### src/rtl/core/cfd_pkg.sv
// ----------------------------------------------------------------------------
// cfd_pkg: shared types and constants of the command frame deframer
// Frame marker bytes, event codes, queue depth and the classified byte type.
// ----------------------------------------------------------------------------
`default_nettype none
package cfd_pkg;

  localparam logic [7:0] HEAD_LO = 8'h5A;
  localparam logic [7:0] HEAD_HI = 8'h54;
  localparam logic [7:0] TAIL_LO = 8'h5A;
  localparam logic [7:0] TAIL_HI = 8'hFE;

  localparam logic [7:0] SENDER_RESET  = 8'h14;
  localparam logic [7:0] ADDRESS_RESET = 8'h1C;

  // Event codes of a result transfer.
  localparam logic [1:0] EV_START   = 2'd0;
  localparam logic [1:0] EV_PAYLOAD = 2'd1;
  localparam logic [1:0] EV_GOOD    = 2'd2;
  localparam logic [1:0] EV_REJECT  = 2'd3;

  // Register indexes of the configuration port.
  localparam logic REG_SENDER  = 1'b0;
  localparam logic REG_ADDRESS = 1'b1;

  localparam int QUEUE_DEPTH_DEFAULT = 4;

  // A received byte together with the comparisons the back end needs.
  typedef struct packed {
    logic [7:0] data;
    logic       is_head_lo;
    logic       is_head_hi;
    logic       is_tail_hi;
    logic       is_sender;
    logic       is_address;
    logic       is_zero;
  } cfd_item_t;

endpackage
`default_nettype wire

### src/rtl/core/cfd_front.sv
// ----------------------------------------------------------------------------
// cfd_front: input classifier
// Accepts received bytes and tags each with its marker and id comparisons.
// ----------------------------------------------------------------------------
`default_nettype none
module cfd_front
  import cfd_pkg::*;
(
  input  wire logic       in_valid,
  output logic            in_ready,
  input  wire logic [7:0] rx_byte,
  input  wire logic [7:0] expected_sender,
  input  wire logic [7:0] own_address,
  input  wire logic       queue_full,
  output logic            push,
  output cfd_item_t       item
);

  assign in_ready = !queue_full;
  assign push     = in_valid && !queue_full;

  always_comb begin
    item.data       = rx_byte;
    item.is_head_lo = (rx_byte == HEAD_LO);
    item.is_head_hi = (rx_byte == HEAD_HI);
    item.is_tail_hi = (rx_byte == TAIL_HI);
    item.is_sender  = (rx_byte == expected_sender);
    item.is_address = (rx_byte == own_address);
    item.is_zero    = (rx_byte == 8'd0);
  end

endmodule
`default_nettype wire

### src/rtl/core/cfd_queue.sv
// ----------------------------------------------------------------------------
// cfd_queue: short queue between front and back end
// A small circular buffer of classified bytes with a fill count.
// ----------------------------------------------------------------------------
`default_nettype none
module cfd_queue
  import cfd_pkg::*;
#(
  parameter int DEPTH = QUEUE_DEPTH_DEFAULT
) (
  input  wire logic      clk,
  input  wire logic      rst,
  input  wire logic      push,
  input  wire cfd_item_t push_item,
  input  wire logic      pop,
  output cfd_item_t      head_item,
  output logic           full,
  output logic           empty
);

  localparam int PTR_W = (DEPTH > 1) ? $clog2(DEPTH) : 1;
  localparam int CNT_W = $clog2(DEPTH + 1);

  cfd_item_t        entries [DEPTH];
  logic [PTR_W-1:0] wr_ptr;
  logic [PTR_W-1:0] rd_ptr;
  logic [CNT_W-1:0] count;

  assign full      = (count == CNT_W'(DEPTH));
  assign empty     = (count == '0);
  assign head_item = entries[rd_ptr];

  always_ff @(posedge clk) begin
    if (push) begin
      entries[wr_ptr] <= push_item;
    end
  end

  always_ff @(posedge clk) begin
    if (rst) begin
      wr_ptr <= '0;
      rd_ptr <= '0;
      count  <= '0;
    end else begin
      if (push) begin
        wr_ptr <= (wr_ptr == PTR_W'(DEPTH - 1)) ? '0 : wr_ptr + 1'b1;
      end
      if (pop) begin
        rd_ptr <= (rd_ptr == PTR_W'(DEPTH - 1)) ? '0 : rd_ptr + 1'b1;
      end
      if (push && !pop) begin
        count <= count + 1'b1;
      end else if (pop && !push) begin
        count <= count - 1'b1;
      end
    end
  end

endmodule
`default_nettype wire

### src/rtl/core/cfd_back.sv
// ----------------------------------------------------------------------------
// cfd_back: frame state machine and result register
// Walks the frame layout one byte at a time and registers the events.
// ----------------------------------------------------------------------------
`default_nettype none
module cfd_back
  import cfd_pkg::*;
(
  input  wire logic       clk,
  input  wire logic       rst,
  input  wire cfd_item_t  head_item,
  input  wire logic       empty,
  output logic            pop,
  output logic            out_valid,
  input  wire logic       out_ready,
  output logic [1:0]      event_res,
  output logic [7:0]      command,
  output logic [7:0]      payload_byte,
  output logic [7:0]      payload_length
);

  localparam logic [3:0] PH_HUNT   = 4'd0;
  localparam logic [3:0] PH_HEAD2  = 4'd1;
  localparam logic [3:0] PH_SENDER = 4'd2;
  localparam logic [3:0] PH_RECV   = 4'd3;
  localparam logic [3:0] PH_CMD    = 4'd4;
  localparam logic [3:0] PH_LEN    = 4'd5;
  localparam logic [3:0] PH_PAY    = 4'd6;
  localparam logic [3:0] PH_SUM    = 4'd7;
  localparam logic [3:0] PH_TAIL1  = 4'd8;
  localparam logic [3:0] PH_TAIL2  = 4'd9;

  logic [3:0] phase, phase_next;
  logic [7:0] frame_command, frame_command_next;
  logic [7:0] frame_length, frame_length_next;
  logic [7:0] bytes_taken, bytes_taken_next;
  logic [7:0] running_sum, running_sum_next;
  logic       emit;
  logic [1:0] emit_event;
  logic [7:0] emit_payload;
  logic [3:0] rehunt;
  logic [7:0] taken_inc;

  // The output register frees up in the same cycle its transfer completes.
  assign pop       = !empty && (!out_valid || out_ready);
  assign rehunt    = head_item.is_head_lo ? PH_HEAD2 : PH_HUNT;
  assign taken_inc = bytes_taken + 8'd1;

  always_comb begin
    phase_next         = phase;
    frame_command_next = frame_command;
    frame_length_next  = frame_length;
    bytes_taken_next   = bytes_taken;
    running_sum_next   = running_sum;
    emit               = 1'b0;
    emit_event         = EV_START;
    emit_payload       = 8'd0;
    case (phase)
      PH_HEAD2: begin
        phase_next = head_item.is_head_hi ? PH_SENDER : rehunt;
      end
      PH_SENDER: begin
        phase_next = head_item.is_sender ? PH_RECV : rehunt;
      end
      PH_RECV: begin
        phase_next = head_item.is_address ? PH_CMD : rehunt;
      end
      PH_CMD: begin
        frame_command_next = head_item.data;
        phase_next         = PH_LEN;
      end
      PH_LEN: begin
        frame_length_next = head_item.data;
        bytes_taken_next  = 8'd0;
        running_sum_next  = 8'd0;
        phase_next        = head_item.is_zero ? PH_SUM : PH_PAY;
        emit              = 1'b1;
        emit_event        = EV_START;
      end
      PH_PAY: begin
        running_sum_next = running_sum + head_item.data;
        bytes_taken_next = taken_inc;
        if (taken_inc == frame_length) begin
          phase_next = PH_SUM;
        end
        emit         = 1'b1;
        emit_event   = EV_PAYLOAD;
        emit_payload = head_item.data;
      end
      PH_SUM: begin
        if (head_item.data == running_sum) begin
          phase_next = PH_TAIL1;
        end else begin
          phase_next = rehunt;
          emit       = 1'b1;
          emit_event = EV_REJECT;
        end
      end
      PH_TAIL1: begin
        if (head_item.data == TAIL_LO) begin
          phase_next = PH_TAIL2;
        end else begin
          phase_next = rehunt;
          emit       = 1'b1;
          emit_event = EV_REJECT;
        end
      end
      PH_TAIL2: begin
        emit = 1'b1;
        if (head_item.is_tail_hi) begin
          phase_next = PH_HUNT;
          emit_event = EV_GOOD;
        end else begin
          phase_next = rehunt;
          emit_event = EV_REJECT;
        end
      end
      default: begin
        phase_next = rehunt;
      end
    endcase
  end

  always_ff @(posedge clk) begin
    if (rst) begin
      phase         <= PH_HUNT;
      frame_command <= 8'd0;
      frame_length  <= 8'd0;
      bytes_taken   <= 8'd0;
      running_sum   <= 8'd0;
      out_valid     <= 1'b0;
    end else begin
      if (pop) begin
        phase         <= phase_next;
        frame_command <= frame_command_next;
        frame_length  <= frame_length_next;
        bytes_taken   <= bytes_taken_next;
        running_sum   <= running_sum_next;
        out_valid     <= emit;
      end else if (out_ready) begin
        out_valid <= 1'b0;
      end
    end
  end

  always_ff @(posedge clk) begin
    if (pop && emit) begin
      event_res      <= emit_event;
      command        <= frame_command_next;
      payload_byte   <= emit_payload;
      payload_length <= frame_length_next;
    end
  end

endmodule
`default_nettype wire

### src/rtl/core/command_frame_deframer.sv
// ----------------------------------------------------------------------------
// command_frame_deframer: byte stream deframer with additive checksum
// Finds 5A 54 / sender / receiver / command / length / payload / sum / 5A FE
// frames and reports frame start, payload bytes and the frame verdict.
// ----------------------------------------------------------------------------
// The block takes one received byte per cycle while in_ready is high. A byte
// is classified on entry and written into a queue of QUEUE_DEPTH entries; the
// frame state machine takes one byte from the queue per cycle whenever its
// result register is free or being emptied, and a steady stream then runs at
// one byte per cycle while the output does not stall. Bytes that cause no
// result (header, ids, command, a good sum, the first tail byte) still pass
// through the state machine in turn. When the output side stalls, the queue
// absorbs up to QUEUE_DEPTH bytes before in_ready drops.
// The sender and receiver ids sit at APB byte addresses 0 and 4 and must only
// be written while no byte is waiting in the queue or being transferred in.
`default_nettype none
module command_frame_deframer
  import cfd_pkg::*;
#(
  parameter int QUEUE_DEPTH = QUEUE_DEPTH_DEFAULT
) (
  input  wire logic        clk,
  input  wire logic        rst,
  input  wire logic        psel,
  input  wire logic        penable,
  input  wire logic        pwrite,
  input  wire logic [2:0]  paddr,
  input  wire logic [31:0] pwdata,
  output logic [31:0]      prdata,
  output logic             pready,
  input  wire logic        in_valid,
  output logic             in_ready,
  input  wire logic [7:0]  rx_byte,
  output logic             out_valid,
  input  wire logic        out_ready,
  output logic [1:0]       event_res,
  output logic [7:0]       command,
  output logic [7:0]       payload_byte,
  output logic [7:0]       payload_length
);

  logic [7:0] expected_sender;
  logic [7:0] own_address;
  logic       push;
  logic       pop;
  logic       queue_full;
  logic       queue_empty;
  cfd_item_t  push_item;
  cfd_item_t  head_item;

  assign pready = 1'b1;

  always_ff @(posedge clk) begin
    if (rst) begin
      expected_sender <= SENDER_RESET;
      own_address     <= ADDRESS_RESET;
    end else if (psel && penable && pwrite && pready) begin
      if (paddr[2] == REG_SENDER) begin
        expected_sender <= pwdata[7:0];
      end else begin
        own_address <= pwdata[7:0];
      end
    end
  end

  always_comb begin
    if (paddr[2] == REG_ADDRESS) begin
      prdata = {24'd0, own_address};
    end else begin
      prdata = {24'd0, expected_sender};
    end
  end

  cfd_front u_front (
    .in_valid        (in_valid),
    .in_ready        (in_ready),
    .rx_byte         (rx_byte),
    .expected_sender (expected_sender),
    .own_address     (own_address),
    .queue_full      (queue_full),
    .push            (push),
    .item            (push_item)
  );

  cfd_queue #(
    .DEPTH (QUEUE_DEPTH)
  ) u_queue (
    .clk       (clk),
    .rst       (rst),
    .push      (push),
    .push_item (push_item),
    .pop       (pop),
    .head_item (head_item),
    .full      (queue_full),
    .empty     (queue_empty)
  );

  cfd_back u_back (
    .clk            (clk),
    .rst            (rst),
    .head_item      (head_item),
    .empty          (queue_empty),
    .pop            (pop),
    .out_valid      (out_valid),
    .out_ready      (out_ready),
    .event_res      (event_res),
    .command        (command),
    .payload_byte   (payload_byte),
    .payload_length (payload_length)
  );

endmodule
`default_nettype wire

### config.mk
export PLATFORM = sky130hd
export DESIGN_NAME = command_frame_deframer
export DESIGN_NICKNAME = d
export VERILOG_FILES = /design/src/rtl/core/cfd_pkg.sv /design/src/rtl/core/cfd_front.sv /design/src/rtl/core/cfd_queue.sv /design/src/rtl/core/cfd_back.sv /design/src/rtl/core/command_frame_deframer.sv
export SDC_FILE = /design/constraint.sdc
export NUM_CORES = 1
export LEC_CHECK = 0
export ABC_AREA = 1
export BUFFER_PORTS_ARGS = -buffer_cell sky130_fd_sc_hd__buf_2
export CORE_ASPECT_RATIO = 0.5
export CORE_MARGIN = 4
export CORE_UTILIZATION = 40
export DETAILED_ROUTE_END_ITERATION = 12
export GPL_TIMING_DRIVEN = 0
export PLACE_DENSITY = 0.61
export SETUP_SLACK_MARGIN = 0.1
export SYNTH_ARGS = -nofsm -noshare
export SYNTH_HDL_FRONTEND = slang
export SYNTH_SLANG_ARGS = --single-unit
export TNS_END_PERCENT = 5
### constraint.sdc
create_clock -name clk -period 2.7 [get_ports clk]
set_clock_uncertainty 0.05 [all_clocks]
set_input_delay 0.54 -clock clk [delete_from_list [all_inputs] [get_ports clk]]
set_output_delay 0.54 -clock clk [all_outputs]
set_load 0.01 [all_outputs]
# Word level (Yosys, flattened, before mapping)
# Memories as Yosys holds them, arrays and structs flattened. A register that Yosys moved wholly into a read port is not among the register bits.
# Cells that the tools add are included.
[totals] regBits=86 ramBits=56 input_bits=50 wordCells=99 n_memories=1
[mem_list] memory="u_queue.entries" words=4 word_bits=14 rd=1 rd_ports_with_merged_regs=1 wr=1 line_no="cfd_queue.sv:24" source="cfd_item_t entries [DEPTH];"
[classes] addsub=6 eq_ne=21 mux=32 bitwise=1 n_reduce_logical=23
[op_table] operator="one-hot mux 4 bit (9 select lines)" n=1
[op_table] operator="== test 8 bit" n=4
[op_table] operator="one-hot mux 8 bit (2 select lines)" n=2
[op_table] operator="two-way mux 4 bit" n=7
[op_table] operator="== test 8 x 7 -> 1 bit, second input constant" n=3
[op_table] operator="two-way mux 8 bit" n=3
[op_table] operator="== test 4 x 3 -> 1 bit, second input constant" n=4
[op_table] operator="two-way mux 2 bit" n=6
[op_table] operator="two-way mux 1 bit" n=9
[op_table] operator="adder 8 x 1 -> 8 bit, second input constant" n=1
[op_table] operator="adder 8 bit" n=1
[op_table] operator="== test 4 x 2 -> 1 bit, second input constant" n=2
[op_table] operator="== test 4 bit, second input constant" n=2
[op_table] operator="== test 8 bit, second input constant" n=1
[op_table] operator="logical NOT 8 bit" n=1
[op_table] operator="one-hot mux 2 bit (4 select lines)" n=1
[op_table] operator="AND reduction 2 bit" n=4
[op_table] operator="logical AND 1 bit" n=7
[op_table] operator="two-way mux 3 bit" n=2
[op_table] operator="nonzero test 2 bit" n=3
[op_table] operator="logical NOT 1 bit" n=5
[op_table] operator="adder 2 x 1 -> 2 bit, second input constant" n=2
[op_table] operator="== test 2 bit, second input constant" n=2
[op_table] operator="== test 4 x 1 -> 1 bit, second input constant" n=1
[op_table] operator="other kinds (9)" n=9

# Longest topological paths before layout
# Gate-level depths: netlist of run 1.
[logic_depth] depth_word=7 ltp_mapped=17

# Cells and area by module
# From an unflattened synthesis of run 1, not the netlist that was laid out.
[unflattened] cells_unflattened=879 area_unflattened_um2=7308.3
[modules_own_cells] module="cfd_back" n_inst=1 cells_each=428 area_per_inst_um2=3305.7
[modules_own_cells] module="cfd_queue" n_inst=1 cells_each=194 area_per_inst_um2=2549.9
[modules_own_cells] module="command_frame_deframer" n_inst=1 cells_each=147 area_per_inst_um2=997.2
[modules_own_cells] module="cfd_front" n_inst=1 cells_each=110 area_per_inst_um2=455.4

# Least setup slack after synthesis of run 1
# Ideal clock, no wire load.
[synth_timing] kind="reg-to-reg" startpoint="reg (tool-made name)" endpoint="reg u_back.command[0] (enable)" arrival_time_ps=1969 slack_ps=324 path_stages_with_launch=16 synth_period_minus_slack_ps=2376 path_cell_list="dfxtp_1 -> buf_2 -> inv_2 -> buf_4 -> nand3_1 -> nand2_1 -> inv_1 -> ha_1 -> nor2_1 -> nand2_1 -> nor3_1 -> nand3_1 -> nand2_1 -> nand3_1 -> nand2_1 -> inv_2"
[synth_lines] element="end signal, assigned" line_no="cfd_back.sv:149" source="command <= frame_command_next;"
[synth_lines] element="end, declared" line_no="cfd_back.sv:17" source="output logic [7:0] command,"

==> results by group, run 1 <==
Status
  • Outcome: finished clean

Synth
  • Post-synth top cells: 196 x nand2_1, 99 x nor2_1, 82 x edfxtp_1, 78 x inv_1
  • Yosys top cell area share: 35.3%
  • Synth async-reset ratio: 0%
  • Top post-synthesis cells by area: edfxtp_1 35%, dfxtp_1 18%, nand2_1 11%, nor2_1 5.3%, nand3_1 4.5%
  • Flop and latch count out of synthesis: 144
  • Top FF cell, synth: edfxtp_1
  • Top-count cell post-synth: nand2_1
  • Syn Inst Count: slightly above 800
  • Yosys warning count: 0
  • Post-synth EDFFs: 82
  • Post-synth cell types: 36
  • Syn_area_per_cell: 8.49 µm²
  • Synth Cell Area: 0.00697 mm²
  • Seq/Total Area, Yosys: 53.1%
  • Yosys top cell by area: edfxtp_1

GRT
  • Largest net degree at the start of global routing: 28
  • Congestion Overflow GR: 0
  • First-pass GRT wire length: 26900 µm
  • Initial antenna violation count: 1
  • Number of global-route vias before repair: 5155
  • Tot GR Track Use: between 10% and 20%

Placement
  • Placed cells: 1129
  • PortBufs: 57
  • Routability congestion estimate: 0.886
  • Post-DP HPWL: 12100 µm
  • Place WS: -0.415 ns
  • Post-DP Area: approximately 0.0076 mm²

Final layout
  • Area of the multi-input gates: around 0.0029 mm²
  • Antenna Cells: 0
  • Fillers: roughly 1600
  • Area added between synthesis and finish: 21.2%
  • Share of layout cells above drive strength 1: 18.4%
  • Post-route insts no fill: 1164
  • Seq. cell area: 0.00371 mm²
  • Post-route cell area: 0.00845 mm²
  • Final #Nets: 990

Clock network
  • Clock Pin Slew Worst Setup and Hold Paths: 0.06 ns
  • H-tree Lvls: 4
  • Num CTS Buffers: 17
  • Post-CTS Hold Buffers: 0
  • Worst skew pair latency: roughly 0.42 ns
  • Clock Path Buffers: 2
  • Clock sink total: 144
  • TritonCTS clock tree: built
  • Clock root buffer master: clkbuf_16

Routing
  • Iter 0 DRT Violations: approximately 400
  • # DRC: 0
  • Remaining antenna violation count: 0
  • 1st-pass router iterations: 6
  • DRT Wirelength: 17000 µm
  • Avg WL per Cell: roughly 15 µm
  • Vias per cell: around 4.9
  • Via total after detailed routing: 5659

STA
  • Highest clock rate: 393 MHz
  • RSZ-0062 raised after global routing: yes
  • Worst rel slew slack: 12.6%
  • Final hold violation count: 0
  • Final period utilization: 94.2%
  • Setup_tns: 0 ns
  • Actual slew at the worst max-slew pin: roughly 1.3 ns
  • Hold slack: 0.301 ns
  • Crit path time final: 2.54 ns
  • Final setup vio count: 0
  • Worst setup margin: between 0.15 and 0.2 ns
  • Max-slew violation count: 0

Floorplan
  • Core Rows: 33
  • DIE HEIGHT: 101 µm
  • I/O pins: 111
  • Initial Util: 41.7%
  • CORE AREA: 0.0167 mm²
  • Chip width: 195 µm
  • Die area: 0.0197 mm²

Power and ir drop
  • Leak: 3.63 nW
  • Pwr dens: 972 mW/mm²
  • Peak VDD IR: 0.497 mV

Job
  • Max-cap violations: 0

Critical path
  • CP Data Required Time: 3.00 ns
  • Crit start category: register
  • Worst Setup End Kind: register
  • Worst path bufs/invs: 4
  • CP delay by family, top: simple AND/OR/NAND/NOR gates
  • Crit path cell chain: clkbuf_4, inv_4, buf_8, nand3_1, nand2_4, inv_1, ha_1, fa_1, nand3_1, nand2_1, nand2_1, nand2_1, a21oi_1, or2_2, nand3_1, a21oi_1
  • CP Class: reg2reg
  • CP max stage delay: 0.41 ns
  • CP max FO: 10
  • CP arrival: about 2.8 ns
  • CP max-delay cell: fa_1

Hold path
  • HP Class: in2reg
kinds of logic after synthesis:
group,synth area share [%]
AOI/OAI and AO/OA,8.65
xor gates and xnor gates,2.51
adders and majority gates,3.09
buffers and inverters,9.06
DFF,53.1
other,0.108
and+or+nand+nor,23.5
area by class of cell:
cell class / instances / share of cell area, %
Clock buffer: 19 / 5.24
Clock inverter: 13 / 1.82
Tap cell: 227 / 3.36
Timing Repair Buffer: 62 / 3.86
Multi-Input combinational cell: 564 / 33.8
Inverter: 86 / 4.19
Buffer: 49 / 3.91
Sequential cell: 144 / 43.9
tightest hold or removal path: stages:
cell     delay, ns
buf_2         0.09
nand2_1       0.05
nand3_1       0.07
power breakdown:
| part | internal, W | total (W) | switching [W] |
|---|---|---|---|
| logic | 0.00101 | 0.00290 | 0.00189 |
| clock network | 0.00140 | 0.00237 | 0.000965 |
| registers | 0.00278 | 0.00294 | 0.000166 |
| total | 0.00519 | 0.00821 | 0.00303 |
layout by cell type (no fill, tap or decap), types with 5 or more instances in the layout:
master,instances
nand2_1,192
nor2_1,98
edfxtp_1,82
inv_1,78
buf_2,63
dfxtp_1,61
nand3_1,60
o21ai_0,56
a21oi_1,41
buf_4,32
conb_1,25
xnor2_1,17
clkbuf_16,17
clkbuf_1,11
nand4_1,10
ha_1,8
nand2_2,6
ha_4,6
o21ai_1,5
flip-flops by register name, indices dropped and copies added (netlist names), named ones only:
signal	cells
expected_sender	8
own_address	8
u_back.bytes_taken	8
u_back.command	8
u_back.event_res	2
u_back.frame_command	8
u_back.frame_length	8
u_back.out_valid	1
u_back.payload_byte	8
u_back.payload_length	8
u_back.phase	4
u_back.running_sum	8
u_queue.count	3
u_queue.entries	56
u_queue.rd_ptr	2
u_queue.wr_ptr	2
through the flow:
step	power, W	utilization [%]
finish	0.00821	50.5
global route	0.00878	50.5
CTS	0.00800	49.3
detailed placement	0.00562	45.7
global placement	0.00554	45.6
floorplan	0.00478	-
path summary, 6_finish.rpt:
check	start	to	slack [ns]	cells after the start
worst max-delay path	register	u_back.running_sum[6]$_SDFFE_PP0P_	0.16	16
worst min register to register	u_back.running_sum[0]$_SDFFE_PP0P_	u_back.running_sum[0]$_SDFFE_PP0P_	0.43	2
worst min-delay path	pwdata[4]	expected_sender[4]$_SDFFE_PP1P_	0.30	3
worst max register to register	register	u_back.running_sum[6]$_SDFFE_PP0P_	0.16	16
metal layers:
metal	vias up	GRT usage, %	share of wire [%]
li1	2846	-	-
met1	2621	24.2	50
met2	173	26.8	43
met3	19	4.69	5.7
met4	0	5.29	1.2
met5	-	0	0
what timing repair did:
action / in CTS / in global routing
pin swaps: 1 / 4
setup buffers: 0 / 3
resized for setup: 6 / 30
endpoints found under the setup margin: 35 / 35
Power figures use the tool's default switching activity.
==> inputs of run 2 (changes only) <==
ABC_AREA = 0   (was 1)
CELL_PAD_IN_SITES_DETAIL_PLACEMENT = 1   (was default)
CELL_PAD_IN_SITES_GLOBAL_PLACEMENT = 1   (was default)
PLACE_DENSITY = 0.74   (was 0.61)
==> run 2 against run 1 <==
Net effect:
- synthesized cell count shrank 28%
- the run now ends with setup timing left
- largest cell class unchanged
- fmax shrank 9.1%
- sequential cell count is the same
- first-iteration DRC count shrank 8.3%
- global-route usage grew 3.4 points
- die area shrank 3.1%
- utilization grew 0.18 points
- sequential share of layout area grew 0.60 points
- via count shrank 11%
==> results by group, run 2 <==
STA
  • Max-slew violation count: 0 (unchanged)
  • Worst rel slew slack: 34.6% (was 12.6%)
  • Final period utilization: 104% (was 94.2%)
  • Setup_tns: -0.847 ns (was 0 ns)
  • Hold slack: 0.296 ns (was 0.301 ns)
  • Actual slew at the worst max-slew pin: 0.978 ns (was 1.31 ns)
  • Crit path time final: 2.80 ns (was 2.54 ns)
  • Final setup vio count: 23 (was 0)
  • Worst setup margin: -0.0996 ns (was 0.156 ns)
  • RSZ-0062 raised after global routing: yes (unchanged)
  • Final hold violation count: 0 (unchanged)
  • Highest clock rate: 357 MHz (was 393 MHz)

Floorplan
  • Chip width: 192 µm (was 195 µm)
  • Die area: 0.0191 mm² (was 0.0197 mm²)
  • CORE AREA: 0.0164 mm² (was 0.0167 mm²)
  • Initial Util: 41.0% (was 41.7%)
  • Core Rows: 33 (unchanged)
  • DIE HEIGHT: 99.8 µm (was 101 µm)
  • I/O pins: 111 (unchanged)

Routing
  • Iter 0 DRT Violations: 365 (was 398)
  • # DRC: 0 (unchanged)
  • Via total after detailed routing: 5058 (was 5659)
  • Vias per cell: 5.30 (was 4.86)
  • Remaining antenna violation count: 0 (unchanged)
  • 1st-pass router iterations: 4 (was 6)
  • DRT Wirelength: 19100 µm (was 17000 µm)
  • Avg WL per Cell: 20.0 µm (was 14.6 µm)

Placement
  • Placed cells: 902 (was 1129)
  • Routability congestion estimate: 0.819 (was 0.886)
  • Post-DP HPWL: 12300 µm (was 12100 µm)
  • PortBufs: 58 (was 57)

Clock network
  • H-tree Lvls: 4 (unchanged)
  • Clock Path Buffers: 2 (unchanged)
  • Clock root buffer master: clkbuf_16 (unchanged)
  • Clock Pin Slew Worst Setup and Hold Paths: 0.07 ns (was 0.06 ns)
  • Clock sink total: 144 (unchanged)
  • Post-CTS Hold Buffers: 0 (unchanged)
  • TritonCTS clock tree: built (unchanged)
  • Num CTS Buffers: 17 (unchanged)
  • Worst skew pair latency: 0.42 ns (about the same)

Synth
  • Post-synth top cells: 82 x edfxtp_1, 62 x dfxtp_1, 58 x nand2_1, 54 x nor2_1, 37 x a21oi_1 (was 196 x nand2_1, 99 x nor2_1, 82 x edfxtp_1, 78 x inv_1)
  • Top post-synthesis cells by area: edfxtp_1 37%, dfxtp_1 18%, mux2_2 4.0%, nand2_1 3.2%, mux4_2 3.0% (was edfxtp_1 35%, dfxtp_1 18%, nand2_1 11%, nor2_1 5.3%, nand3_1 4.5%)
  • Post-synth EDFFs: 82 (unchanged)
  • Flop and latch count out of synthesis: 144 (unchanged)
  • Top FF cell, synth: edfxtp_1 (unchanged)
  • Post-synth cell types: 55 (was 36)
  • Top-count cell post-synth: edfxtp_1 (was nand2_1)
  • Synth async-reset ratio: 0% (unchanged)
  • Yosys top cell by area: edfxtp_1 (unchanged)
  • Syn Inst Count: 594 (was 821)
  • Seq/Total Area, Yosys: 54.9% (was 53.1%)
  • Yosys warning count: 0 (unchanged)
  • Syn_area_per_cell: 11.4 µm² (was 8.49 µm²)
  • Yosys top cell area share: 36.5% (was 35.3%)
  • Synth Cell Area: 0.00675 mm² (was 0.00697 mm²)

GRT
  • First-pass GRT wire length: 30200 µm (was 26900 µm)
  • Grt met2 use: 34.9% (was 26.8%)
  • Met3 Resource Use GR: 4.13% (was 4.69%)
  • Tot GR Track Use: 20.7% (was 17.4%)
  • Met1 Usage GRT: 27.9% (was 24.2%)
  • Gr busiest metal: met2 (unchanged)
  • Largest net degree at the start of global routing: 17 (was 28)
  • Congestion Overflow GR: 0 (unchanged)
  • Number of global-route vias before repair: 5365 (was 5155)
  • Initial antenna violation count: 0 (was 1)

Final layout
  • Final #Nets: 780 (was 990)
  • Share of layout cells above drive strength 1: 27.5% (was 18.4%)
  • Register bank with the most flops: u_queue.entries (unchanged)
  • Commonest non-fill, non-tap cell in the layout: edfxtp_1 (was nand2_1)
  • Largest register FFs: 56 (unchanged)
  • Area added between synthesis and finish: 23.6% (was 21.2%)
  • Antenna Cells: 0 (unchanged)
  • Post-route insts no fill: 954 (was 1164)
  • Most frequent cells in the layout: 82 x edfxtp_1, 60 x dfxtp_1, 58 x buf_2 (was 192 x nand2_1, 98 x nor2_1, 82 x edfxtp_1)
  • Fillers: 1804 (was 1578)

Critical path
  • CP Class: reg2reg (unchanged)
  • CP arrival: 3.11 ns (was 2.84 ns)
  • CP Data Required Time: 3.01 ns (was 3.00 ns)
  • Crit start category: register (unchanged)
  • Worst Setup End Kind: register (unchanged)
  • CP max FO: 8 (was 10)

Power and ir drop
  • Leak: 3.24 nW (was 3.63 nW)
  • Pwr dens: 841 mW/mm² (was 972 mW/mm²)
  • Peak VDD IR: 0.562 mV (was 0.497 mV)
  • Tot Pwr: 0.00701 W (was 0.00821 W)

Status
  • Outcome: finished, violations left (was finished clean)
  • Failing checks: setup timing

Hold path
  • HP Class: in2reg (unchanged)
  • Hold_sp: pwdata[3] (was pwdata[4])

Job
  • Max-cap violations: 0 (unchanged)
-- run 2: changes by cell type after synthesis, moves of 12 or more --
cell and delta:
nand3_1 -52, mux2_2 +24, inv_1 -68, nor2_1 -45, and3_1 +18, nor3_1 +12, o21ai_0 -41, nand2_1 -138
clkbuf_1 +13
-- run 2: metal layers --
metal	vias to the layer above	part of all wire (%)
li1	2357	-
met1	2564	46
met2	124	49
met3	13	4.4
met4	0	0.80
met5	-	0
-- run 2: area by class of cell --
cell class | instances | area, µm² | area share (%)
sequential | 144 | 3710 | 44.5
multi-input combinational | 413 | 2950 | 35.4
clock buffer | 18 | 439 | 5.27
timing repair buffer | 75 | 418 | 5.01
buffer | 52 | 348 | 4.17
tap | 227 | 284 | 3.41
clock inverter | 14 | 143 | 1.71
inverter | 11 | 46.3 | 0.555
-- run 2: path summary, 6_finish.rpt --
check / end / slack [ns] / depth (start not counted)
max reg2reg: u_back.running_sum[7]$_SDFFE_PP0P_ / -0.1 / 9
max: u_back.running_sum[7]$_SDFFE_PP0P_ / -0.1 / 9
min: own_address[3]$_SDFFE_PP1P_ / 0.30 / 3
min reg2reg: u_back.frame_length[2]$_SDFFE_PP0P_ / 0.44 / 2
-- run 2: where the power goes --
group          internal (W)  total [W]  switching (W)  leakage, nW
combinational      0.000866    0.00204        0.00117         1.68
clock               0.00132    0.00233        0.00101        0.283
sequential          0.00252    0.00264       0.000111         1.28
-- run 2: critical path, stage by stage, from the launching register on --
cell and delay [ns]:
dfxtp_2 0.34, buf_12 0.14, mux4_2 0.59, ha_4 0.25, a21o_1 0.16, a21oi_2 0.16, o21ai_1 0.08, o41a_1 0.35
or4b_1 0.50, nand4_1 0.11
-- run 2: per-stage QoR --
step / setup slack [ns] / instance area, µm² / util, %
2_1_floorplan: 0.0562 / 6880 / -
3_3_place_gp: -0.577 / 7450 / 45.4
3_5_place_dp: -0.608 / 7450 / 45.4
4_1_cts: -0.0585 / 8280 / 50.4
5_1_grt: -0.159 / 8340 / 50.7
6_report: -0.0996 / 8340 / 50.7
-- run 2: cells by family (layout without fill, tap and decap cells) --
family                   after synthesis  in the layout  synth area share, %
AO/OA/AOI/OAI                         86             86                 7.62
XOR/XNOR                              33             33                 4.28
adder cells (fa/ha/maj)               16             16                 3.19
buffers and inverters                 63            170                 5.08
flip-flops                           144            144                 54.9
multiplexers                          47             47                 10.1
other                                  2             25                0.111
AND/OR/NAND/NOR                      203            206                 14.7
-- run 2: what timing repair did --
item                       in CTS  in global routing
cloned                          3                  0
setup endpoints to repair      38                 46
buffers inserted               15                  2
gates resized for setup        25                 10
pin swaps                       9                  7
